### src/rtl/orbit_camera_yaw_pitch_rotate_unit_assert.svh
// Assertion macros shared by the orbit camera RTL.
// OCYP_ASSERT checks a property at every rising clock edge outside reset.
// OCYP_ASSERT_NEXT checks that a condition implies another in the next cycle.
`ifndef ORBIT_CAMERA_YAW_PITCH_ROTATE_UNIT_ASSERT_SVH
`define ORBIT_CAMERA_YAW_PITCH_ROTATE_UNIT_ASSERT_SVH

`ifndef SYNTHESIS
`define OCYP_ASSERT(lbl, clk, rstn, prop, msg) \
  lbl: assert property (@(posedge clk) disable iff (!rstn) (prop)) else $error(msg);
`define OCYP_ASSERT_NEXT(lbl, clk, rstn, ante, cons, msg) \
  lbl: assert property (@(posedge clk) disable iff (!rstn) (ante) |=> (cons)) else $error(msg);
`else
`define OCYP_ASSERT(lbl, clk, rstn, prop, msg)
`define OCYP_ASSERT_NEXT(lbl, clk, rstn, ante, cons, msg)
`endif

`endif

### src/rtl/ocyp_pkg.sv
`timescale 1ns / 1ps
package ocyp_pkg;

  localparam int unsigned SINE_FRAC_BITS_DFLT = 14;
  localparam int unsigned OUT_FRAC_BITS_DFLT  = 6;

  localparam int unsigned PTR_W       = 13;
  localparam int unsigned VEC_W       = 8;
  localparam int unsigned OUT_W       = 15;
  localparam int unsigned ANG_W       = 9;
  localparam int unsigned CFG_ADDR_W  = 3;
  localparam int unsigned IN_TDATA_W  = 32;
  localparam int unsigned OUT_TDATA_W = 96;

  localparam int OUT_MAX = 16383;
  localparam int OUT_MIN = -16384;

  localparam logic [ANG_W-1:0] DEG_ONE      = 9'd1;
  localparam logic [ANG_W-1:0] DEG_QUARTER  = 9'd90;
  localparam logic [ANG_W-1:0] DEG_HALF     = 9'd180;
  localparam logic [ANG_W-1:0] DEG_3QUARTER = 9'd270;
  localparam logic [ANG_W-1:0] DEG_WRAP_LOW = 9'd359;
  localparam logic [ANG_W-1:0] DEG_FULL     = 9'd360;

  localparam int unsigned QUARTER_LEN = 91;

  // Pi in Q30.
  localparam logic [63:0] PI_Q30 = 64'd3373259426;

  // Configuration register indexes.
  localparam logic [CFG_ADDR_W-1:0] CFG_YAW_LOCK   = 3'd0;
  localparam logic [CFG_ADDR_W-1:0] CFG_PITCH_LOCK = 3'd1;
  localparam logic [CFG_ADDR_W-1:0] CFG_EYE_X      = 3'd2;
  localparam logic [CFG_ADDR_W-1:0] CFG_EYE_Y      = 3'd3;
  localparam logic [CFG_ADDR_W-1:0] CFG_EYE_Z      = 3'd4;
  localparam logic [CFG_ADDR_W-1:0] CFG_UP_X       = 3'd5;
  localparam logic [CFG_ADDR_W-1:0] CFG_UP_Y       = 3'd6;
  localparam logic [CFG_ADDR_W-1:0] CFG_UP_Z       = 3'd7;

  // Control of the accumulate stage of the shared multiplier.
  typedef struct packed {
    logic use_acc;   // add to the running accumulator, else start fresh
    logic add_half;  // when starting fresh, preload the rounding offset
    logic shift_up;  // scale the product by one sine unit first
    logic negate;    // subtract the product
  } mac_op_t;

  // Sine of a whole degree in 0..90, by a Q30 Taylor series, rounded to frac bits.
  // Only evaluated at elaboration to build the constant table.
  function automatic logic [31:0] sin_fixed(input int unsigned deg, input int unsigned frac);
    logic [63:0] x;
    logic [63:0] x2;
    logic [63:0] term;
    logic [63:0] sum;
    logic [63:0] rnd;
    x    = (64'(deg) * PI_Q30) / 64'd180;
    x2   = (x * x) >> 30;
    term = x;
    sum  = x;
    term = ((term * x2) >> 30) / 64'd6;   sum = sum - term;
    term = ((term * x2) >> 30) / 64'd20;  sum = sum + term;
    term = ((term * x2) >> 30) / 64'd42;  sum = sum - term;
    term = ((term * x2) >> 30) / 64'd72;  sum = sum + term;
    term = ((term * x2) >> 30) / 64'd110; sum = sum - term;
    term = ((term * x2) >> 30) / 64'd156; sum = sum + term;
    term = ((term * x2) >> 30) / 64'd210; sum = sum - term;
    term = ((term * x2) >> 30) / 64'd272; sum = sum + term;
    term = ((term * x2) >> 30) / 64'd342; sum = sum - term;
    term = ((term * x2) >> 30) / 64'd420; sum = sum + term;
    rnd  = (sum + (64'd1 << (29 - frac))) >> (30 - frac);
    return rnd[31:0];
  endfunction

endpackage

### src/rtl/ocyp_sincos.sv
`timescale 1ns / 1ps
module ocyp_sincos import ocyp_pkg::*; #(
  parameter int unsigned SINE_FRAC_BITS = SINE_FRAC_BITS_DFLT
) (
  input  logic [ANG_W-1:0]                angle_i,
  output logic signed [SINE_FRAC_BITS+1:0] sin_o,
  output logic signed [SINE_FRAC_BITS+1:0] cos_o
);

  localparam int unsigned MAG_W = SINE_FRAC_BITS + 1;
  localparam int unsigned SIN_W = SINE_FRAC_BITS + 2;
  localparam int unsigned IDX_W = $clog2(QUARTER_LEN);

  // Quarter-wave table; every entry is fixed at elaboration.
  logic [MAG_W-1:0] sin_tab [QUARTER_LEN];

  for (genvar d = 0; d < QUARTER_LEN; d++) begin : g_tab
    assign sin_tab[d] = MAG_W'(sin_fixed(d, SINE_FRAC_BITS));
  end

  // Folds a degree in 0..359 onto the first quadrant: {negate, table index}.
  function automatic logic [IDX_W:0] fold(input logic [ANG_W-1:0] deg);
    logic [ANG_W-1:0] idx;
    logic             neg;
    priority if (deg <= DEG_QUARTER) begin
      idx = deg;
      neg = 1'b0;
    end else if (deg <= DEG_HALF) begin
      idx = DEG_HALF - deg;
      neg = 1'b0;
    end else if (deg <= DEG_3QUARTER) begin
      idx = deg - DEG_HALF;
      neg = 1'b1;
    end else begin
      idx = DEG_FULL - deg;
      neg = 1'b1;
    end
    return {neg, idx[IDX_W-1:0]};
  endfunction

  logic [ANG_W-1:0]        sin_deg;
  logic [ANG_W-1:0]        cos_sum;
  logic [ANG_W-1:0]        cos_deg;
  logic [IDX_W:0]          sin_fold;
  logic [IDX_W:0]          cos_fold;
  logic signed [SIN_W-1:0] sin_mag;
  logic signed [SIN_W-1:0] cos_mag;

  always_comb begin
    // A full turn reads as zero degrees.
    sin_deg  = (angle_i >= DEG_FULL) ? '0 : angle_i;
    cos_sum  = sin_deg + DEG_QUARTER;
    cos_deg  = (cos_sum >= DEG_FULL) ? (cos_sum - DEG_FULL) : cos_sum;
    sin_fold = fold(sin_deg);
    cos_fold = fold(cos_deg);
    sin_mag  = $signed({1'b0, sin_tab[sin_fold[IDX_W-1:0]]});
    cos_mag  = $signed({1'b0, sin_tab[cos_fold[IDX_W-1:0]]});
    sin_o    = sin_fold[IDX_W] ? -sin_mag : sin_mag;
    cos_o    = cos_fold[IDX_W] ? -cos_mag : cos_mag;
  end

endmodule

### src/rtl/ocyp_mac.sv
`timescale 1ns / 1ps
module ocyp_mac import ocyp_pkg::*; #(
  parameter int unsigned SINE_FRAC_BITS = SINE_FRAC_BITS_DFLT,
  parameter int unsigned OUT_FRAC_BITS  = OUT_FRAC_BITS_DFLT
) (
  input  logic                             clk_i,
  input  mac_op_t                          op_i,
  input  logic signed [SINE_FRAC_BITS+9:0] a_i,
  input  logic signed [SINE_FRAC_BITS+1:0] b_i,
  output logic signed [SINE_FRAC_BITS+9:0] sum_o,
  output logic signed [OUT_W-1:0]          rnd_o
);

  localparam int unsigned A_W   = SINE_FRAC_BITS + 10;
  localparam int unsigned B_W   = SINE_FRAC_BITS + 2;
  localparam int unsigned ACC_W = A_W + B_W;
  localparam int unsigned SH    = 2 * SINE_FRAC_BITS - OUT_FRAC_BITS;

  localparam logic signed [ACC_W-1:0] HALF   = ACC_W'(64'd1 << (SH - 1));
  localparam logic signed [ACC_W-1:0] SAT_HI = ACC_W'(OUT_MAX);
  localparam logic signed [ACC_W-1:0] SAT_LO = ACC_W'(OUT_MIN);

  logic signed [ACC_W-1:0] prod_d;
  logic signed [ACC_W-1:0] prod_q;
  logic signed [ACC_W-1:0] acc_q;
  logic signed [ACC_W-1:0] base;
  logic signed [ACC_W-1:0] mag;
  logic signed [ACC_W-1:0] sum;
  logic signed [ACC_W-1:0] scaled;

  assign prod_d = a_i * b_i;

  always_ff @(posedge clk_i) begin
    prod_q <= prod_d;
    acc_q  <= sum;
  end

  always_comb begin
    if (op_i.use_acc) begin
      base = acc_q;
    end else if (op_i.add_half) begin
      base = HALF;
    end else begin
      base = '0;
    end
    mag    = op_i.shift_up ? (prod_q <<< SINE_FRAC_BITS) : prod_q;
    sum    = op_i.negate ? (base - mag) : (base + mag);
    scaled = sum >>> SH;
    priority if (scaled > SAT_HI) begin
      rnd_o = OUT_W'(OUT_MAX);
    end else if (scaled < SAT_LO) begin
      rnd_o = OUT_W'(OUT_MIN);
    end else begin
      rnd_o = scaled[OUT_W-1:0];
    end
    sum_o = sum[A_W-1:0];
  end

endmodule

### src/rtl/orbit_camera_yaw_pitch_rotate_unit.sv
`timescale 1ns / 1ps
// An accepted input beat passes through the angle update, the sine lookup, a run in which
// the single shared multiplier forms the 16 products of the two rotations through the
// product register, and the output load, which waits while the output is not drained.
// A new input beat is taken only when idle, after the last result has been loaded.
// Reset clears the angles and the last pointer position and loads the register defaults.
`include "orbit_camera_yaw_pitch_rotate_unit_assert.svh"
module orbit_camera_yaw_pitch_rotate_unit import ocyp_pkg::*; #(
  parameter int unsigned SINE_FRAC_BITS = SINE_FRAC_BITS_DFLT,
  parameter int unsigned OUT_FRAC_BITS  = OUT_FRAC_BITS_DFLT
) (
  input  logic                   clk_i,
  input  logic                   rst_ni,
  // Input stream: tdata = pointer_x[12:0], pointer_y[25:13], zero fill [31:26].
  input  logic                   s_axis_tvalid_i,
  output logic                   s_axis_tready_o,
  input  logic [IN_TDATA_W-1:0]  s_axis_tdata_i,
  // tuser = func (0 press, 1 drag).
  input  logic [0:0]             s_axis_tuser_i,
  // Output stream: tdata = eye_out_x, eye_out_y, eye_out_z, up_out_x, up_out_y,
  // up_out_z, 15 bits each from bit 0 up, zero fill [95:90].
  output logic                   m_axis_tvalid_o,
  input  logic                   m_axis_tready_i,
  output logic [OUT_TDATA_W-1:0] m_axis_tdata_o,
  // Register write channel.
  input  logic                   cfg_valid_i,
  output logic                   cfg_ready_o,
  input  logic [CFG_ADDR_W-1:0]  cfg_addr_i,
  input  logic [VEC_W-1:0]       cfg_data_i
);

  localparam int unsigned SIN_W = SINE_FRAC_BITS + 2;
  localparam int unsigned A_W   = SINE_FRAC_BITS + 10;

  // Sequencer states.
  localparam logic [2:0] S_IDLE = 3'd0;
  localparam logic [2:0] S_UPD  = 3'd1;
  localparam logic [2:0] S_TRIG = 3'd2;
  localparam logic [2:0] S_RUN  = 3'd3;
  localparam logic [2:0] S_DONE = 3'd4;

  // Products formed for one vector, in issue order. The accumulate stage works on
  // the product of the previous step, so the run lasts one step longer than the
  // sixteen products of both vectors.
  localparam logic [2:0] ST_ZSY = 3'd0;  // vz * sin(yaw)
  localparam logic [2:0] ST_XCY = 3'd1;  // vx * cos(yaw), completes rotated x
  localparam logic [2:0] ST_ZCY = 3'd2;  // vz * cos(yaw)
  localparam logic [2:0] ST_XSY = 3'd3;  // vx * sin(yaw), completes intermediate z
  localparam logic [2:0] ST_YCP = 3'd4;  // vy * cos(pitch)
  localparam logic [2:0] ST_ZSP = 3'd5;  // z * sin(pitch), completes rotated y
  localparam logic [2:0] ST_YSP = 3'd6;  // vy * sin(pitch)
  localparam logic [2:0] ST_ZCP = 3'd7;  // z * cos(pitch), completes rotated z

  localparam logic [4:0] LAST_STEP = 5'd16;

  logic [2:0] state_q, state_d;
  logic [4:0] step_q, step_d;

  // Configuration registers.
  logic                    yaw_lock_q;
  logic                    pitch_lock_q;
  logic signed [VEC_W-1:0] eye_q [3];
  logic signed [VEC_W-1:0] up_q [3];

  // Captured input beat.
  logic                    func_q;
  logic signed [PTR_W-1:0] px_q;
  logic signed [PTR_W-1:0] py_q;

  // Camera state.
  logic signed [PTR_W-1:0] last_px_q;
  logic signed [PTR_W-1:0] last_py_q;
  logic [ANG_W-1:0]        yaw_q, yaw_d;
  logic [ANG_W-1:0]        pitch_q, pitch_d;

  // Sines and cosines of the current angles, held for the whole run.
  logic signed [SIN_W-1:0] sin_yaw, cos_yaw, sin_pitch, cos_pitch;
  logic signed [SIN_W-1:0] sy_q, cy_q, sp_q, cp_q;

  logic signed [A_W-1:0]   z_q;
  logic signed [OUT_W-1:0] res_q [2][3];
  logic [OUT_TDATA_W-1:0]  out_data_q;
  logic                    out_valid_q;

  logic in_accept;
  logic out_load;

  assign in_accept       = s_axis_tvalid_i && s_axis_tready_o;
  assign s_axis_tready_o = (state_q == S_IDLE);
  assign cfg_ready_o     = 1'b1;
  assign m_axis_tvalid_o = out_valid_q;
  assign m_axis_tdata_o  = out_data_q;
  assign out_load        = (state_q == S_DONE) && (!out_valid_q || m_axis_tready_i);

  // Angle update. The sum can leave 0..360 by any amount; it wraps to a fixed angle.
  function automatic logic [ANG_W-1:0] wrap_angle(input logic signed [PTR_W+1:0] a);
    priority if (a > $signed((PTR_W + 2)'(DEG_FULL))) begin
      return DEG_ONE;
    end else if (a < 0) begin
      return DEG_WRAP_LOW;
    end else begin
      return a[ANG_W-1:0];
    end
  endfunction

  logic signed [PTR_W:0]   delta_x, delta_y;
  logic signed [PTR_W+1:0] yaw_sum, pitch_sum;

  always_comb begin
    delta_x   = $signed({px_q[PTR_W-1], px_q}) - $signed({last_px_q[PTR_W-1], last_px_q});
    delta_y   = $signed({py_q[PTR_W-1], py_q}) - $signed({last_py_q[PTR_W-1], last_py_q});
    yaw_sum   = $signed({{(PTR_W + 2 - ANG_W){1'b0}}, yaw_q}) + {delta_x[PTR_W], delta_x};
    pitch_sum = $signed({{(PTR_W + 2 - ANG_W){1'b0}}, pitch_q}) + {delta_y[PTR_W], delta_y};
    yaw_d     = (func_q && !yaw_lock_q) ? wrap_angle(yaw_sum) : yaw_q;
    pitch_d   = (func_q && !pitch_lock_q) ? wrap_angle(pitch_sum) : pitch_q;
  end

  ocyp_sincos #(
    .SINE_FRAC_BITS(SINE_FRAC_BITS)
  ) u_sincos_yaw (
    .angle_i(yaw_q),
    .sin_o  (sin_yaw),
    .cos_o  (cos_yaw)
  );

  ocyp_sincos #(
    .SINE_FRAC_BITS(SINE_FRAC_BITS)
  ) u_sincos_pitch (
    .angle_i(pitch_q),
    .sin_o  (sin_pitch),
    .cos_o  (cos_pitch)
  );

  // Multiply stage operands: step bit 3 picks the eye or the up vector.
  logic                    mul_vec;
  logic signed [VEC_W-1:0] vx, vy, vz;
  logic signed [A_W-1:0]   mul_a;
  logic signed [SIN_W-1:0] mul_b;

  always_comb begin
    mul_vec = step_q[3];
    vx      = mul_vec ? up_q[0] : eye_q[0];
    vy      = mul_vec ? up_q[1] : eye_q[1];
    vz      = mul_vec ? up_q[2] : eye_q[2];
    unique case (step_q[2:0])
      ST_ZSY: begin mul_a = A_W'(vz); mul_b = sy_q; end
      ST_XCY: begin mul_a = A_W'(vx); mul_b = cy_q; end
      ST_ZCY: begin mul_a = A_W'(vz); mul_b = cy_q; end
      ST_XSY: begin mul_a = A_W'(vx); mul_b = sy_q; end
      ST_YCP: begin mul_a = A_W'(vy); mul_b = cp_q; end
      ST_ZSP: begin mul_a = z_q;      mul_b = sp_q; end
      ST_YSP: begin mul_a = A_W'(vy); mul_b = sp_q; end
      ST_ZCP: begin mul_a = z_q;      mul_b = cp_q; end
      default: begin mul_a = '0;      mul_b = '0;   end
    endcase
  end

  // Accumulate stage: works on the product issued in the previous step. Outputs are
  // formed at twice the sine precision with the rounding offset preloaded.
  logic [4:0]              add_step;
  logic                    add_vec;
  logic                    add_en;
  mac_op_t                 mac_op;
  logic signed [A_W-1:0]   mac_sum;
  logic signed [OUT_W-1:0] mac_rnd;

  always_comb begin
    add_step = step_q - 5'd1;
    add_vec  = add_step[3];
    add_en   = (state_q == S_RUN) && (step_q != '0);
    unique case (add_step[2:0])
      ST_ZSY: mac_op = '{use_acc: 1'b0, add_half: 1'b1, shift_up: 1'b1, negate: 1'b0};
      ST_XCY: mac_op = '{use_acc: 1'b1, add_half: 1'b0, shift_up: 1'b1, negate: 1'b0};
      ST_ZCY: mac_op = '{use_acc: 1'b0, add_half: 1'b0, shift_up: 1'b0, negate: 1'b0};
      ST_XSY: mac_op = '{use_acc: 1'b1, add_half: 1'b0, shift_up: 1'b0, negate: 1'b1};
      ST_YCP: mac_op = '{use_acc: 1'b0, add_half: 1'b1, shift_up: 1'b1, negate: 1'b0};
      ST_ZSP: mac_op = '{use_acc: 1'b1, add_half: 1'b0, shift_up: 1'b0, negate: 1'b1};
      ST_YSP: mac_op = '{use_acc: 1'b0, add_half: 1'b1, shift_up: 1'b1, negate: 1'b0};
      ST_ZCP: mac_op = '{use_acc: 1'b1, add_half: 1'b0, shift_up: 1'b0, negate: 1'b0};
      default: mac_op = '0;
    endcase
  end

  ocyp_mac #(
    .SINE_FRAC_BITS(SINE_FRAC_BITS),
    .OUT_FRAC_BITS (OUT_FRAC_BITS)
  ) u_mac (
    .clk_i(clk_i),
    .op_i (mac_op),
    .a_i  (mul_a),
    .b_i  (mul_b),
    .sum_o(mac_sum),
    .rnd_o(mac_rnd)
  );

  // Sequencer.
  always_comb begin
    state_d = state_q;
    step_d  = step_q;
    unique case (state_q)
      S_IDLE: begin
        if (in_accept) begin
          state_d = S_UPD;
        end
      end
      S_UPD: begin
        state_d = S_TRIG;
      end
      S_TRIG: begin
        step_d  = '0;
        state_d = S_RUN;
      end
      S_RUN: begin
        step_d = step_q + 5'd1;
        if (step_q == LAST_STEP) begin
          state_d = S_DONE;
        end
      end
      S_DONE: begin
        if (out_load) begin
          state_d = S_IDLE;
        end
      end
      default: begin
        state_d = S_IDLE;
      end
    endcase
  end

  always_ff @(posedge clk_i or negedge rst_ni) begin
    if (!rst_ni) begin
      state_q     <= S_IDLE;
      step_q      <= '0;
      out_valid_q <= 1'b0;
      last_px_q   <= '0;
      last_py_q   <= '0;
      yaw_q       <= '0;
      pitch_q     <= '0;
    end else begin
      state_q <= state_d;
      step_q  <= step_d;
      if (out_load) begin
        out_valid_q <= 1'b1;
      end else if (m_axis_tready_i) begin
        out_valid_q <= 1'b0;
      end
      // A press and a drag both record the new pointer position.
      if (state_q == S_UPD) begin
        last_px_q <= px_q;
        last_py_q <= py_q;
        yaw_q     <= yaw_d;
        pitch_q   <= pitch_d;
      end
    end
  end

  // Register file. Writes must arrive only while the block is idle; the block itself does not enforce this.
  always_ff @(posedge clk_i or negedge rst_ni) begin
    if (!rst_ni) begin
      yaw_lock_q   <= 1'b0;
      pitch_lock_q <= 1'b0;
      eye_q[0]     <= 8'sd0;
      eye_q[1]     <= 8'sd30;
      eye_q[2]     <= 8'sd40;
      up_q[0]      <= 8'sd0;
      up_q[1]      <= 8'sd10;
      up_q[2]      <= 8'sd0;
    end else if (cfg_valid_i && cfg_ready_o) begin
      unique case (cfg_addr_i)
        CFG_YAW_LOCK:   yaw_lock_q   <= cfg_data_i[0];
        CFG_PITCH_LOCK: pitch_lock_q <= cfg_data_i[0];
        CFG_EYE_X:      eye_q[0]     <= cfg_data_i;
        CFG_EYE_Y:      eye_q[1]     <= cfg_data_i;
        CFG_EYE_Z:      eye_q[2]     <= cfg_data_i;
        CFG_UP_X:       up_q[0]      <= cfg_data_i;
        CFG_UP_Y:       up_q[1]      <= cfg_data_i;
        CFG_UP_Z:       up_q[2]      <= cfg_data_i;
        default: begin
        end
      endcase
    end
  end

  // Datapath registers.
  always_ff @(posedge clk_i) begin
    if (in_accept) begin
      func_q <= s_axis_tuser_i[0];
      px_q   <= s_axis_tdata_i[PTR_W-1:0];
      py_q   <= s_axis_tdata_i[2*PTR_W-1:PTR_W];
    end
    if (state_q == S_TRIG) begin
      sy_q <= sin_yaw;
      cy_q <= cos_yaw;
      sp_q <= sin_pitch;
      cp_q <= cos_pitch;
    end
    if (add_en) begin
      unique case (add_step[2:0])
        ST_XCY: res_q[add_vec][0] <= mac_rnd;
        ST_XSY: z_q               <= mac_sum;
        ST_ZSP: res_q[add_vec][1] <= mac_rnd;
        ST_ZCP: res_q[add_vec][2] <= mac_rnd;
        default: begin
        end
      endcase
    end
    if (out_load) begin
      out_data_q <= {{(OUT_TDATA_W - 6 * OUT_W){1'b0}},
                     res_q[1][2], res_q[1][1], res_q[1][0],
                     res_q[0][2], res_q[0][1], res_q[0][0]};
    end
  end

  `OCYP_ASSERT(a_angle_range, clk_i, rst_ni, (yaw_q <= DEG_FULL) && (pitch_q <= DEG_FULL), "angle left the range 0 to 360")
  `OCYP_ASSERT(a_step_bound, clk_i, rst_ni, (state_q != S_RUN) || (step_q <= LAST_STEP), "step counter overran the run")
  `OCYP_ASSERT_NEXT(a_accept_starts, clk_i, rst_ni, in_accept, state_q == S_UPD, "accepted beat did not start an update")
  `OCYP_ASSERT_NEXT(a_result_offered, clk_i, rst_ni, out_load, m_axis_tvalid_o && (state_q == S_IDLE), "finished result was not offered")

endmodule

### config.mk
export PLATFORM = sky130hd
export DESIGN_NAME = orbit_camera_yaw_pitch_rotate_unit
export DESIGN_NICKNAME = d
export VERILOG_FILES = /design/src/rtl/ocyp_pkg.sv /design/src/rtl/ocyp_sincos.sv /design/src/rtl/ocyp_mac.sv /design/src/rtl/orbit_camera_yaw_pitch_rotate_unit.sv
export VERILOG_INCLUDE_DIRS = /design/src /design/src/rtl
export SDC_FILE = /design/constraint.sdc
export NUM_CORES = 2
export LEC_CHECK = 0
export BUFFER_PORTS_ARGS = -buffer_cell sky130_fd_sc_hd__buf_4
export CORE_MARGIN = 2
export CORE_UTILIZATION = 65
export CTS_CLUSTER_SIZE = 20
export DETAILED_ROUTE_END_ITERATION = 8
export PLACE_DENSITY = 0.92
export SYNTH_ARGS = -nofsm -noshare
export SYNTH_HDL_FRONTEND = slang
export SYNTH_SLANG_ARGS = --single-unit
### constraint.sdc
create_clock -name clk_i -period 10 [get_ports clk_i]
set_clock_uncertainty 0.05 [all_clocks]
set_input_delay 2 -clock clk_i [delete_from_list [all_inputs] [get_ports clk_i]]
set_output_delay 2 -clock clk_i [all_outputs]
set_load 0.02 [all_outputs]
==> summary.md <==
| Metric | Value |
|---|---|
| Outcome | `finished clean` |
| Cells after Synth | `5091` |
| Cell area after synthesis | `roughly 47000 µm²` |
| Routability cong. | `slightly above 1` |
| Crit-path max FO | `9` |
| Worst-Margin Slew | `1330 ps` |
| Placed cell areas | `~50000 µm²` |
| Crit path kind | `reg -> reg` |
| Post-synthesis simple-gate area fraction | `0.145` |
| First-pass GRT wire length | `223 mm` |
| Largest net degree at the start of global routing | `91` |
| Die ar. | `74200 µm²` |
| Die width | `272 µm` |
| Critical Path Slowest Stage Cell | `o21ai_0` |
| I/O Pins | `approximately 150` |
| Wire per inst | `~23 µm` |
| Highest Clock Rate | `about 100 MHz` |
| Max Slew Vio Count | `0` |
| Hold WS | `approximately 350 ps` |
| Setup violations, final | `0` |
| Routed Antenna Nets | `0` |
| CTS clk-pin slew, worst paths | `approximately 70 ps` |
| Antenna violations before repair | `3` |
| Final nets | `approximately 6000` |
| Layout cells sized above 1 | `0.111` |
| R2R depth | `32` |
| Required time of the critical path | `between 10000 and 15000 ps` |
| CTS tree | `done` |
| Worst path most repeated cell | `inv_1` |
| Sink Count | `478` |
| Worst r2r dst | `u_mac.prod_q[39]` |
| Area leader, netlist | `edfxtp_1` |
| Commonest non-fill, non-tap cell in the layout | `inv_1` |
| Share of the synthesized area in the top cell type | `0.189` |
| Die Y | `272 µm` |
| Port bufs | `roughly 130` |
| CP arrival | `between 10000 and 15000 ps` |
| Final Hold Vio Count | `0` |
| Fill count | `between 4000 and 5000` |
| Core footprint | `71400 µm²` |
| Worst setup EP type | `flip-flop` |
| Synth Area per Inst | `between 9 and 10 µm²` |
| Final Cell Area | `between 50000 and 60000 µm²` |
| # H-tree levels | `2` |
| Synth top area cells | `edfxtp_1 19%, fa_1 17%, ha_1 7.0%` |
| Worst min path class | `reg -> reg` |
| Crit path to | `u_mac.prod_q[39]` |
| Largest family of logic cells by synthesized area | `adder cells` |
| Tcrit/Tclk final | `0.985` |
| Tmin final | `~10000 ps` |
| Netlist cell types | `132` |
| Crit start category | `flip-flop` |
| Worst Setup SP | `step_q[0]` |
| Clock Tree Root | `clkbuf_16` |
| Detailed Place HPWL | `approximately 100 mm` |
| CP max stage delay | `890 ps` |
| Yosys warning total | `0` |
| Most frequent cells in the layout | `594 x inv_1, 544 x nand2_1, 432 x nor2_1` |
| Worst skew pair latency | `620 ps` |
| Synthesis-to-finish area growth | `7.73%` |
| Xor-xnor portion of the synthesized cell area | `0.0377` |
| GRT Resource Usage Total | `0.381` |
| Main synth FF type | `edfxtp_1` |
| CTS Buf Count | `46` |
| Rel. slew slack | `0.106` |
| Async SR Flop Fraction | `0.215` |
| EDFF count, synth | `around 300` |
| R2r startpoint | `step_q[0]` |
| Max-cap viol count | `0` |
| WL final | `about 140 mm` |
| Vias in the first global route | `around 40000` |
| DRT iter0 DRCs | `5333` |
| Reg2Reg Setup Slack | `roughly 150 ps` |
| Synth Register Bits | `~480` |
| Synth Area in Adders | `0.239` |
| CTS Buffer Depth | `3` |
| Compound-cell area share of the yosys netlist | `0.185` |
| Sequential-to-total area share from yosys stat | `0.279` |
| GR Overflow Total | `0` |
| Post-cts hold buffer count | `0` |
| Core Util, Final | `0.707` |
| Starting density of the core | `0.656` |
| Residual DRC count | `0` |
| Row count | `98` |
| Vias per cell | `between 6 and 7` |
| Routed vias | `just over 40000` |
| Post-synthesis mux area share | `0.0399` |
| First-pass detailed-route iteration total | `9` |
## worst min-delay path by stage
| stage | start | endpoint | slack (ps) | depth (start not counted) |
|---|---|---|---|---|
| after floorplan | res_q[0][30] | m_axis_tdata_o[0] | 350 | 0 |
| after detailed placement | res_q[0][28] | m_axis_tdata_o[28] | 350 | 0 |
| after global routing | res_q[1][8] | m_axis_tdata_o[83] | 360 | 0 |
| after global placement | res_q[1][27] | m_axis_tdata_o[72] | 350 | 0 |
| after CTS | res_q[1][8] | m_axis_tdata_o[83] | 340 | 0 |
| final | res_q[1][8] | m_axis_tdata_o[83] | 350 | 0 |
## repair_timing
action,CTS,global route
endpoints found under the setup margin,0,9
resized for setup,0,12
buffers inserted,0,3
## metal layers
layer	global-route usage	routed length, µm
met1	0.461	49200
met2	0.626	66900
met3	0.0845	16200
met4	0.223	10200
met5	0	38
## logic make-up (layout without fill, tap and decap cells)
kind of cell	Yosys count	count (layout)
AO/OA/AOI/OAI	1234	1234
XOR/XNOR	197	197
adder cells (fa/ha/maj)	657	657
buffers and inverters	872	940
flip-flops	478	478
multiplexers	162	162
other	2	8
AND/OR/NAND/NOR	1489	1489
## per-stage QoR
step           setup TNS, ps  std cells  worst slack, ps
2_1_floorplan              0       5096             1080
3_3_place_gp               0       6025              487
3_5_place_dp               0       6025              167
4_1_cts                    0       6111             54.3
5_1_grt                 -457       6114             -202
6_report                   0       6115              151
## state kept, by name, summed over array words and instances, names as in the netlist, 13 cells and up
register        flops
m_axis_tdata_o     90
res_q              90
u_mac.acc_q        40
u_mac.prod_q       40
eye_q              24
up_q               24
z_q                24
cp_q               16
cy_q               16
sp_q               16
sy_q               16
last_px_q          13
last_py_q          13
px_q               13
py_q               13
## final cells by class
cell class | instances | area [µm²] | share of cell area
multi-input combinational | 3746 | 30500 | 0.605
sequential | 478 | 13000 | 0.259
inverter | 605 | 2270 | 0.0451
timing repair buffer | 249 | 1880 | 0.0373
clock buffer | 63 | 1320 | 0.0261
tap | 950 | 1190 | 0.0236
clock inverter | 23 | 223 | 0.00442
antenna | 1 | 2.50 | 0.0000496
## synthesized netlist by cell type, types with 21 or more instances
library cell  number
nor2b_1           68
o21ai_1           38
nand2_1          547
dfrtp_1           95
xor2_1            59
dfxtp_1           80
nor3_1           120
a21boi_0          21
a21o_1            75
o21a_1            42
nand2b_1          24
nand4_1           30
a21oi_1          271
o31ai_1           27
nand3_1           87
a31oi_1           60
a311oi_1          22
clkbuf_1         173
ha_1             262
a211oi_1          69
mux2i_1           72
inv_1            594
xnor2_1          135
or3_1             23
edfxtp_1         295
and2_1            37
fa_1             395
buf_2             52
nor2_1           434
o211ai_1          63
o21ai_0          208
mux2_2            78
## worst max-delay path: cells and delay by family, from the launching register on
| family | cells | cell delay (ps) |
|---|---|---|
| xor+xnor | 1 | 130 |
| fa+ha+maj | 8 | 3350 |
| simple gates | 7 | 1560 |
| flops | 1 | 500 |
| buf+inv | 5 | 460 |
| compound gates | 11 | 3630 |
Power is not shown: default switching activity piles up to over one toggle a cycle in this logic, so the estimate is an artifact.
